<file path="src/hdl/rkh_pkg.sv">
// shared types and constants for the rc4 keyed inner-product hash
// no dependencies
`timescale 1ns / 1ps

package rkh_pkg;

	localparam int WORD_W        = 64;
	localparam int HALF_W        = 32;
	localparam int BYTE_W        = 8;
	localparam int SBOX_DEPTH    = 256;
	localparam int KEY_W         = 128;
	localparam int KIDX_W        = 4;
	localparam int KEY_BYTES_DEF = 16;
	localparam int Q_DEPTH       = 2;
	localparam int CFG_IDX_W     = 1;

	typedef enum logic [CFG_IDX_W-1:0] {
		CFG_KEY_LOW  = 1'b0,
		CFG_KEY_HIGH = 1'b1
	} cfg_reg_t;

	typedef enum logic [0:0] {
		OP_CONT  = 1'b0,
		OP_REKEY = 1'b1
	} op_t;

	typedef struct packed {
		op_t               op;
		logic              emit;
		logic [WORD_W-1:0] data;
	} item_t;

endpackage

</file>
<file path="src/hdl/rkh_front.sv">
// front end: takes message items, tags rekey / emit, holds them in a short queue
// depends on rkh_pkg
`timescale 1ns / 1ps

module rkh_front import rkh_pkg::*; (
	input  logic              clk,
	input  logic              arst_n,
	input  logic              msg_valid,
	output logic              msg_stall,
	input  logic [WORD_W-1:0] data_word,
	input  logic              is_first,
	input  logic              is_last,
	output logic              q_valid,
	input  logic              q_ready,
	output item_t             q_item
);

	localparam int PTR_W = $clog2(Q_DEPTH);
	localparam int CNT_W = $clog2(Q_DEPTH + 1);

	item_t              ent_q [Q_DEPTH];
	logic [PTR_W-1:0]   wr_ptr_q;
	logic [PTR_W-1:0]   rd_ptr_q;
	logic [CNT_W-1:0]   cnt_q;
	logic               push;
	logic               pop;
	item_t              new_item;

	assign msg_stall = (cnt_q == CNT_W'(Q_DEPTH));
	assign push      = msg_valid && !msg_stall;
	assign q_valid   = (cnt_q != '0);
	assign pop       = q_valid && q_ready;
	assign q_item    = ent_q[rd_ptr_q];

	always_comb begin
		new_item.op   = is_first ? OP_REKEY : OP_CONT;
		new_item.emit = is_last;
		new_item.data = data_word;
	end

	always_ff @(posedge clk) begin
		if (push) begin
			ent_q[wr_ptr_q] <= new_item;
		end
	end

	always_ff @(posedge clk or negedge arst_n) begin
		if (!arst_n) begin
			wr_ptr_q <= '0;
			rd_ptr_q <= '0;
			cnt_q    <= '0;
		end else begin
			if (push) begin
				wr_ptr_q <= (wr_ptr_q == PTR_W'(Q_DEPTH - 1)) ? '0 : wr_ptr_q + 1'b1;
			end
			if (pop) begin
				rd_ptr_q <= (rd_ptr_q == PTR_W'(Q_DEPTH - 1)) ? '0 : rd_ptr_q + 1'b1;
			end
			case ({push, pop})
				2'b10:   cnt_q <= cnt_q + 1'b1;
				2'b01:   cnt_q <= cnt_q - 1'b1;
				default: cnt_q <= cnt_q;
			endcase
		end
	end

endmodule

</file>
<file path="config.mk">
export PLATFORM = sky130hd
export DESIGN_NAME = rkh_front
export DESIGN_NICKNAME = d
export VERILOG_FILES = /design/src/hdl/rkh_pkg.sv /design/src/hdl/rkh_front.sv
export SDC_FILE = /design/constraint.sdc
export NUM_CORES = 1
export LEC_CHECK = 0
export BUFFER_PORTS_ARGS = -buffer_cell sky130_fd_sc_hd__clkbuf_2
export CORE_UTILIZATION = 32
export DETAILED_ROUTE_END_ITERATION = 10
export HOLD_SLACK_MARGIN = 0.05
export PLACE_DENSITY = 0.57
export SLEW_MARGIN = 40
export SYNTH_ARGS = -nofsm -noshare
export SYNTH_HDL_FRONTEND = slang
export SYNTH_SLANG_ARGS = --single-unit
</file>
<file path="constraint.sdc">
create_clock -name clk -period 3.6 [get_ports clk]
set_clock_uncertainty 0.05 [all_clocks]
set_input_delay 0.36 -clock clk [delete_from_list [all_inputs] [get_ports clk]]
set_output_delay 0.36 -clock clk [all_outputs]
set_load 0.01 [all_outputs]
</file>
==> run metrics, run 1 <==
maximum fanout along the worst path 29; final global-route overflow total 0; CTS Sinks 136; CTS clk-pin slew, worst paths 50 ps; setup TNS 0 ps; Area growth syn-to-layout 30.0%; Syn Inst Count 223; Core ar. 0.0153 mm²; period utilization 60.6%; r2r worst-path depth 4; 1st-pass router iterations 4; final WL 8780 µm; f_max 458 MHz; total of max-cap violations 0; post-layout util 43.1%; Syn Nets 294; GP Congestion 0.679; # rows 45; HP Class primary input to flip-flop; worst r2r src cnt_q[0]$_DFFE_PN0P_; Worst-Skew Late Latency 410 ps; Pwr Total 5.46 mW; required time of the critical path 3190 ps; pwr/cell area 827 mW/mm²; RR Endpoint ent_q[0][29]$_DFFE_PP_; Layout Nets 448; Crit. End Element primary output; post-synthesis sequential area ratio 80.1%; Fin Hold WS 90.5 ps; final setup fails 0; hold_sp data_word[63]; Mapped Area 0.00507 mm²; CTS tree built; kind of critical path flip-flop to primary output; minimum clock period 2180 ps; Avg Inst Size Synth 22.8 µm²; DR WL/cell 14.6 µm; Synth cell types 17; via count 2542; CTS resizes 0; Initial Util 33.1%; Post-DP Area 0.00606 mm²; Ports 138; slew of the pin with the lowest slew margin 580 ps; DRC 0; R2R Setup Slk 1620 ps; pin count of the biggest net entering global routing 50; Routed Antenna Nets 0; Num CTS Buffers 17; vias in the first global route 2749; die area 0.0164 mm²; Chip Width 128 µm; I/O Buffers 137; antenna diode count 0; Leak 2.57 nW; DP HPWL 5600 µm; Hold Violations, Final 0; CTS H-Tree Depth 4; critical path arrival 1770 ps; clock root cell clkbuf_16; initial antenna violation count 0; crit path from rd_ptr_q$_DFFE_PN0P_; CP Launch Type flip-flop; first-pass GRT wire length 13700 µm; total setup buffers inserted after CTS 0; Synth warnings 0; DIE HEIGHT 128 µm; hold_buf cts 1; Final Max Slew Viols 0; CTS Buffer Depth 2; All-Layer GR Usage 11.5%; Layout Cell Area excl Fill 0.00660 mm²; outcome finished clean; Rel. slew slack 61.3%; Synth Register Bits 136; VDD IR-drop max 472 µV; Initial DRC Count 118; Via density 4.23; layout cells sized above 1 60.0%; Critical path destination q_item[47]; RSZ-0062 raised after global routing no
-- sequential cells by signal, summed over array words and instances, names as in the netlist --
name and cells:
ent_q 132, cnt_q 2, wr_ptr_q 1, rd_ptr_q 1
-- area by class of cell --
| class | count | area (µm²) |
|---|---|---|
| fill | 1420 | 8720 |
| sequential | 136 | 4070 |
| multi-input combinational | 79 | 963 |
| timing repair buffer | 142 | 776 |
| clock buffer | 28 | 477 |
| tap | 211 | 264 |
| clock inverter | 4 | 47.5 |
| inverter | 1 | 3.75 |
-- cell usage in the layout (no fill, tap or decap) --
cell type      synthesis  routed
clkbuf_1               0      10
clkinv_2               0       2
dfrtp_1                4       3
nand2b_1               1       1
nor2_1                 2       1
clkbuf_2               0     137
clkbuf_16              0      17
mux2_4                30      30
dlygate4sd3_1          0       1
and2_4                 1       1
xor2_1                 2       2
edfxtp_1             132     132
inv_1                  1       1
xnor2_1                3       3
nor2_4                 0       1
and3_4                 0       1
bufinv_16              0       1
buf_12                 0       4
nand2_1                1       1
or2_2                  1       1
ha_1                   1       1
dfrtp_4                0       1
clkinvlp_4             0       1
mux2_2                36      36
clkbuf_8               0       1
-- worst max-delay path, cell delays in order (launching register included) --
cell	delay, ps
dfrtp_4	600
buf_12	260
mux2_2	360
clkbuf_2	120
-- stage by stage --
stage	setup slack (ps)	cells
3_5_place_dp	1590	568
3_3_place_gp	1430	565
5_1_grt	1320	601
2_1_floorplan	775	223
4_1_cts	1360	601
6_report	1420	601
-- synth_stat cells (all sizes together) --
master / count / area share (%)
buf: 7 / 1.1
dfrtp: 4 / 2.0
edfxtp: 132 / 78
ha: 1 / 0.25
mux2: 66 / 17
nand2b: 1 / 0.12
xor2: 2 / 0.35
and2: 1 / 0.17
nor2: 2 / 0.15
nand2: 1 / 0.074
xnor2: 3 / 0.52
and3: 1 / 0.12
inv: 1 / 0.074
or2: 1 / 0.12
-- worst min path at each step --
stage,end,slack (ps),cells after the start
after floorplan,cnt_q[0]$_DFFE_PN0P_,10,0
after global placement,wr_ptr_q$_DFFE_PN0P_,120,1
after detailed placement,wr_ptr_q$_DFFE_PN0P_,120,1
after CTS,ent_q[0][63]$_DFFE_PP_,60,1
after global routing,ent_q[1][49]$_DFFE_PP_,60,1
final,ent_q[1][63]$_DFFE_PP_,90,1
-- cells by family after synthesis --
family	share of synthesized area (%)
fa+ha+maj	0.247
xor+xnor	0.863
buf+inv	1.18
simple gates	0.765
flops	80.1
mux	16.9
-- per-layer routing --
layer  global-route usage, %  share of wire (%)  wire length (µm)
met2                    18.3                 49              4320
met1                    12.9                 41              3610
met4                    6.44                2.2               191
met3                    5.13                7.5               658
met5                       0                  0                 0
-- power breakdown --
group / switching, mW / leakage (nW) / internal, mW
clock: 0.581 / 0.251 / 0.966
sequential: 0.131 / 1.27 / 2.17
combinational: 0.803 / 1.05 / 0.808
total: 1.52 / 2.57 / 3.94
Note: power is estimated with default switching activity, not from simulation.
==> run 2: changes to the inputs <==
==> constraint.sdc (replaced) <==
create_clock -name clk -period 2 [get_ports clk]
set_clock_uncertainty 0.05 [all_clocks]
set_input_delay 0.2 -clock clk [delete_from_list [all_inputs] [get_ports clk]]
set_output_delay 0.2 -clock clk [all_outputs]
set_load 0.01 [all_outputs]
==> run 2 against run 1 <==
  * Power up 85%
  * Critical path depth unchanged
  * Non-clock buffer count grew 70
  * Hold slack got worse by 7.4 ps
  * Via count grew 11%
  * Combinational power rose by 95%
  * Clock power increased by 86%
  * Global-route usage grew 0.66 points
  * Critical path type unchanged
  * Largest power group unchanged
==> run metrics, run 2 (synthesis gave the netlist of run 1 again) <==
biggest regs ent_q x132, cnt_q x2 (unchanged); GP Congestion 0.637 (was 0.679); total setup buffers inserted after CTS 0 (unchanged); final global-route overflow total 0 (unchanged); critical path arrival 1630 ps (was 1770 ps); vias in the first global route 3024 (was 2749); setup TNS 0 ps (unchanged); post-place setup slack 362 ps (was 1590 ps); DP HPWL 5720 µm (was 5600 µm); VDD IR-drop max 617 µV (was 472 µV); final setup fails 0 (unchanged); commonest non-fill, non-tap cell in the layout clkbuf_2 (unchanged); Via density 4.19 (was 4.23); All-Layer GR Usage 12.2% (was 11.5%); die area 0.0164 mm² (unchanged); CP delay by family, top flip-flops (unchanged); Leak 2.89 nW (was 2.57 nW); pwr/cell area 1380 mW/mm² (was 827 mW/mm²); Num CTS Buffers 17 (unchanged); initial antenna violation count 0 (unchanged); Layout Nets 518 (was 448); CP peak stage delay 440 ps (was 600 ps); Core ar. 0.0153 mm² (unchanged); HP Class primary input to asynchronous set/reset pin (was primary input to flip-flop); # rows 45 (unchanged); via count 2813 (was 2542); CP Launch Type flip-flop (unchanged); layout cells sized above 1 52.2% (was 60.0%); Top reg by flops ent_q (unchanged); kind of critical path flip-flop to primary output (unchanged); commonest cells after routing, fill and taps aside clkbuf_2 (137), edfxtp_1 (132), dlygate4sd3_1 (69) (was clkbuf_2 (137), edfxtp_1 (132), mux2_2 (36)); final WL 9340 µm (was 8780 µm); Rel. slew slack 78.0% (was 61.3%); grt peak-use layer met2 (unchanged); total of max-cap violations 0 (unchanged); CTS tree built (unchanged); Filler cells 1370 (was 1420); setup slack after layout 124 ps (was 1420 ps); GR Layer Usage met2 21.3% (was 18.3%); required time of the critical path 1750 ps (was 3190 ps); I/O Buffers 137 (unchanged); DIE HEIGHT 128 µm (unchanged); Initial Util 33.1% (unchanged); f_max 533 MHz; pin count of the biggest net entering global routing 52 (was 50); CP Cell Sequence buf_12 > mux2_2 > clkbuf_2 (unchanged); CP max stage cell dfrtp_4 (unchanged); period utilization 93.8%; CTS H-Tree Depth 4 (unchanged); Chip Width 128 µm (unchanged); met3 Resource Use GR 4.17% (was 5.13%); Hold Violations, Final 0 (unchanged); maximum fanout along the worst path 38 (was 29); antenna diode count 0 (unchanged); Area growth syn-to-layout 44.8% (was 30.0%); max reg flops 132 (unchanged); outcome finished clean (unchanged); DR WL/cell 13.9 µm (was 14.6 µm); RSZ-0062 raised after global routing no (unchanged); DRC 0 (unchanged); Crit. End Element primary output (unchanged); Initial DRC Count 94 (was 118); GR Util met1 13.1% (was 12.9%); 1st-pass router iterations 4 (unchanged); post-layout util 48.0% (was 43.1%); Worst-Skew Late Latency 400 ps (was 410 ps); WP buf/inv 2 (unchanged); CTS clk-pin slew, worst paths 50 ps (about the same); clock root cell clkbuf_16 (unchanged); Final Max Slew Viols 0 (unchanged); CTS Sinks 136 (unchanged); CTS Buffer Depth 2 (unchanged); minimum clock period 1880 ps; slew of the pin with the lowest slew margin 330 ps (was 580 ps); Ports 138 (unchanged); first-pass GRT wire length 14600 µm (was 13700 µm); Routed Antenna Nets 0 (unchanged)
run 2: worst paths after layout:
check                                          start                      to  slack (ps)  depth (start not counted)
max in group asynchronous                     arst_n    rd_ptr_q$_DFFE_PN0P_        1660                          2
worst min register to register  cnt_q[1]$_DFFE_PN0P_    cnt_q[1]$_DFFE_PN0P_         490                          1
worst min-delay path                          arst_n    cnt_q[1]$_DFFE_PN0P_          80                          2
worst max-delay path            rd_ptr_q$_DFFE_PN0P_               q_item[0]         120                          3
worst max register to register  cnt_q[0]$_DFFE_PN0P_    cnt_q[1]$_DFFE_PN0P_         360                          5
min in group clk                            is_first  ent_q[0][65]$_DFFE_PP_         470                          2
run 2: worst register-to-register path: stages, from the launching register on:
cell     delay, ps
dfrtp_1        420
or2_2          330
and2_4         170
ha_1           300
nor2_1         130
xor2_1         160
run 2: what timing repair did:
item / in CTS / in global routing
hold endpoints to repair: 138 / 0
gates resized for setup: 0 / 0
hold buffers: 69 / 0
run 2: layout make-up:
class	count	area, µm²	share of cell area [%]
repair buffers	212	1480	20.2
clock inverters	4	46.3	0.630
clock buffers	28	507	6.89
multi-input cells	79	978	13.3
inverters	1	3.75	0.0511
flip-flops and latches	136	4070	55.3
well taps	211	264	3.59
run 2: routing by layer:
layer	wire, µm	vias up	part of all wire [%]
met5	0	-	0
met4	179	0	1.9
met3	528	16	5.7
met2	4810	96	51
met1	3830	1369	41
li1	-	1332	-
run 2: report_power, final:
part	total, mW	switching (mW)	internal [mW]
Sequential	4.08	0.177	3.90
Clock	2.89	1.05	1.84
Combinational	3.14	1.55	1.59
Total	10.1	2.78	7.34
run 2: through the flow:
stage	hold slack, ps	total power [mW]	cell area, µm²	instances
detailed placement	-26.7	7.27	6110	570
CTS	64.4	10.3	7350	671
global route	78.1	10.6	7350	671
finish	83.1	10.1	7350	671
global placement	-30.7	7.21	6110	570
floorplan	-146	6.11	5100	223
==> run 3: changes to the inputs <==
==> constraint.sdc (replaced) <==
create_clock -name clk -period 2 [get_ports clk]
set_clock_uncertainty 0.05 [all_clocks]
set_input_delay 0.2 -clock clk [delete_from_list [all_inputs] [get_ports clk]]
set_output_delay 0.2 -clock clk [all_outputs]
set_load 0.005 [all_outputs]
==> run 3 against run 2 <==
  * Fmax is 0.44% higher
  * Routed wire length is 3.4% higher
  * Hold slack better by 16 ps
  * Critical path depth stayed put
  * Count of clock-buffer cells in the layout is 9 lower
  * Register-to-register slack hardly changed
  * Critical endpoint is now q_item[59]
  * Worst setup slack better by 8.2 ps
  * First-iteration DRC count is 110% higher
  * Via count is 0.21% higher
  * Combinational power is 5% lower
  * Largest power group unchanged
  * Utilization hardly changed
==> run metrics, run 3 (synthesis gave the netlist of run 1 again) <==
outcome finished clean (unchanged); WP buf/inv 2 (unchanged); # rows 45 (unchanged); Top reg by flops ent_q (unchanged); antenna diode count 0 (unchanged); commonest cells after routing, fill and taps aside clkbuf_2 (137), edfxtp_1 (132), dlygate4sd3_1 (69) (unchanged); Num CTS Buffers 17 (unchanged); 1st-pass router iterations 4 (unchanged); Layout Cell Area excl Fill 0.00735 mm² (about the same); All-Layer GR Usage 12.1% (was 12.2%); post-layout util 48.0% (about the same); met3 WL 494 µm (was 528 µm); CP Cell Sequence clkbuf_16 > mux2_2 > clkbuf_2 (was buf_12 > mux2_2 > clkbuf_2); max reg flops 132 (unchanged); period utilization 93.4% (was 93.8%); DP HPWL 5760 µm (was 5720 µm); f_max 535 MHz (was 533 MHz); CP peak stage delay 460 ps (was 440 ps); Via density 4.20 (was 4.19); total setup buffers inserted after CTS 0 (unchanged); Chip Width 128 µm (unchanged); r2r worst-path depth 5 (unchanged); Final Max Slew Viols 0 (unchanged); critical path arrival 1620 ps (was 1630 ps); DIE HEIGHT 128 µm (unchanged); CTS tree built (unchanged); Post-DP Area 0.00611 mm² (unchanged); setup slack after layout 132 ps (was 124 ps); DR WL/cell 14.4 µm (was 13.9 µm); Met2 Wirelength 4850 µm (was 4810 µm); die area 0.0164 mm² (unchanged); RR Endpoint cnt_q[1]$_DFFE_PN0P_ (unchanged); I/O Buffers 137 (unchanged); Leak 2.89 nW (about the same); via count 2819 (was 2813); maximum fanout along the worst path 28 (was 38); R2R Setup Slk 360 ps (about the same); setup TNS 0 ps (unchanged); required time of the critical path 1750 ps (about the same); Filler cells 1358 (was 1370); Initial DRC Count 199 (was 94); Ports 138 (unchanged); layout cells sized above 1 52.4% (was 52.2%); HP Class primary input to asynchronous set/reset pin (unchanged); CTS Sinks 136 (unchanged); Crit. End Element primary output (unchanged); Logic pwr share 30.5% (was 31.1%); Clk pwr share 28.0% (was 28.6%); Initial Util 33.1% (unchanged); total of max-cap violations 0 (unchanged); Area growth syn-to-layout 44.8% (about the same); Worst-Skew Late Latency 400 ps (about the same); Switching Share 26.6% (was 27.5%); biggest regs ent_q x132, cnt_q x2 (unchanged); Internal 7.21 mW (was 7.34 mW); Core ar. 0.0153 mm² (unchanged); highest routed metal layer met4 (unchanged); DRC 0 (unchanged); CP max stage cell dfrtp_4 (unchanged); Reg power frac 41.6% (was 40.4%); Hold Violations, Final 0 (unchanged); CP Launch Type flip-flop (unchanged); Fin Hold WS 99.1 ps (was 83.1 ps); worst r2r src cnt_q[0]$_DFFE_PN0P_ (unchanged); initial antenna violation count 0 (unchanged); vias in the first global route 2946 (was 3024); final WL 9660 µm (was 9340 µm); M1 wire length 4210 µm (was 3830 µm); GP Congestion 0.665 (was 0.637); sw power 2.61 mW (was 2.78 mW); pin count of the biggest net entering global routing 58 (was 52); CTS Buffer Depth 2 (unchanged); Layout Nets 519 (was 518); pwr/cell area 1340 mW/mm² (was 1380 mW/mm²); post-place setup slack 376 ps (was 362 ps); clock root cell clkbuf_16 (unchanged); VDD IR-drop max 610 µV (was 617 µV); RSZ-0062 raised after global routing no (unchanged); CP delay by family, top flip-flops (unchanged); Routed Antenna Nets 0 (unchanged); minimum clock period 1870 ps (was 1880 ps); slew of the pin with the lowest slew margin 225 ps (was 330 ps); commonest non-fill, non-tap cell in the layout clkbuf_2 (unchanged); Rel. slew slack 85.0% (was 78.0%); kind of critical path flip-flop to primary output (unchanged); CTS clk-pin slew, worst paths 60 ps (was 50 ps); CTS H-Tree Depth 4 (unchanged); final setup fails 0 (unchanged); final global-route overflow total 0 (unchanged); first-pass GRT wire length 14600 µm (about the same)
[run 3: cell types whose count changed in the layout (fill, tap and decap cells not counted), sizes merged]
cell      before  now
clkbuf       165  157
clkinvlp       1    3
clkinv         2    8
[run 3: power groups by stage]
stage          registers, mW  logic [mW]  clock network (mW)
2_1_floorplan           4.09        1.76                   0
3_3_place_gp            4.10        2.87                   0
3_5_place_dp            4.14        2.88                   0
4_1_cts                 4.08        3.00                2.85
5_1_grt                 4.15        3.26                2.95
6_report                4.08        2.99                2.75
[run 3: metal layers]
layer / global-route usage (%) / vias to the layer above
met1: 14.1 / 1391
li1: - / 1332
met4: 4.78 / 0
met5: 0 / -
met3: 4.38 / 8
met2: 20.3 / 88
[run 3: final cells by class]
type / instances / area, µm² / area share [%]
clock buffer: 19 / 433 / 5.89
clock inverter: 12 / 86.3 / 1.17
inverter: 1 / 3.75 / 0.0511
multi-input combinational: 79 / 978 / 13.3
sequential: 136 / 4070 / 55.3
tap: 211 / 264 / 3.59
timing repair buffer: 213 / 1520 / 20.6
[run 3: how the worst max path moves through the flow]
| stage | startpoint | end | slack (ps) | cells after the start |
|---|---|---|---|---|
| 2_1_floorplan | cnt_q[0]$_DFFE_PN0P_ | ent_q[0][0]$_DFFE_PP_ | -50 | 3 |
| 3_3_place_gp | cnt_q[0]$_DFFE_PN0P_ | cnt_q[1]$_DFFE_PN0P_ | 430 | 5 |
| 3_5_place_dp | cnt_q[0]$_DFFE_PN0P_ | cnt_q[1]$_DFFE_PN0P_ | 380 | 5 |
| 4_1_cts | rd_ptr_q$_DFFE_PN0P_ | q_item[57] | 4 | 3 |
| 5_1_grt | rd_ptr_q$_DFFE_PN0P_ | q_item[59] | 60 | 3 |
| 6_report | rd_ptr_q$_DFFE_PN0P_ | q_item[59] | 130 | 3 |
[run 3: through the flow]
step	instances	total power, mW
after floorplan	223	5.85
after global placement	570	6.97
after detailed placement	570	7.02
after CTS	670	9.93
after global routing	671	10.3
final	671	9.82
[run 3: repair_timing]
| action | CTS | global route |
|---|---|---|
| endpoints found under the hold margin | 138 | 0 |
| gates resized for setup | 0 | 1 |
| endpoints found under the setup margin | 0 | 32 |
| hold buffers | 69 | 0 |
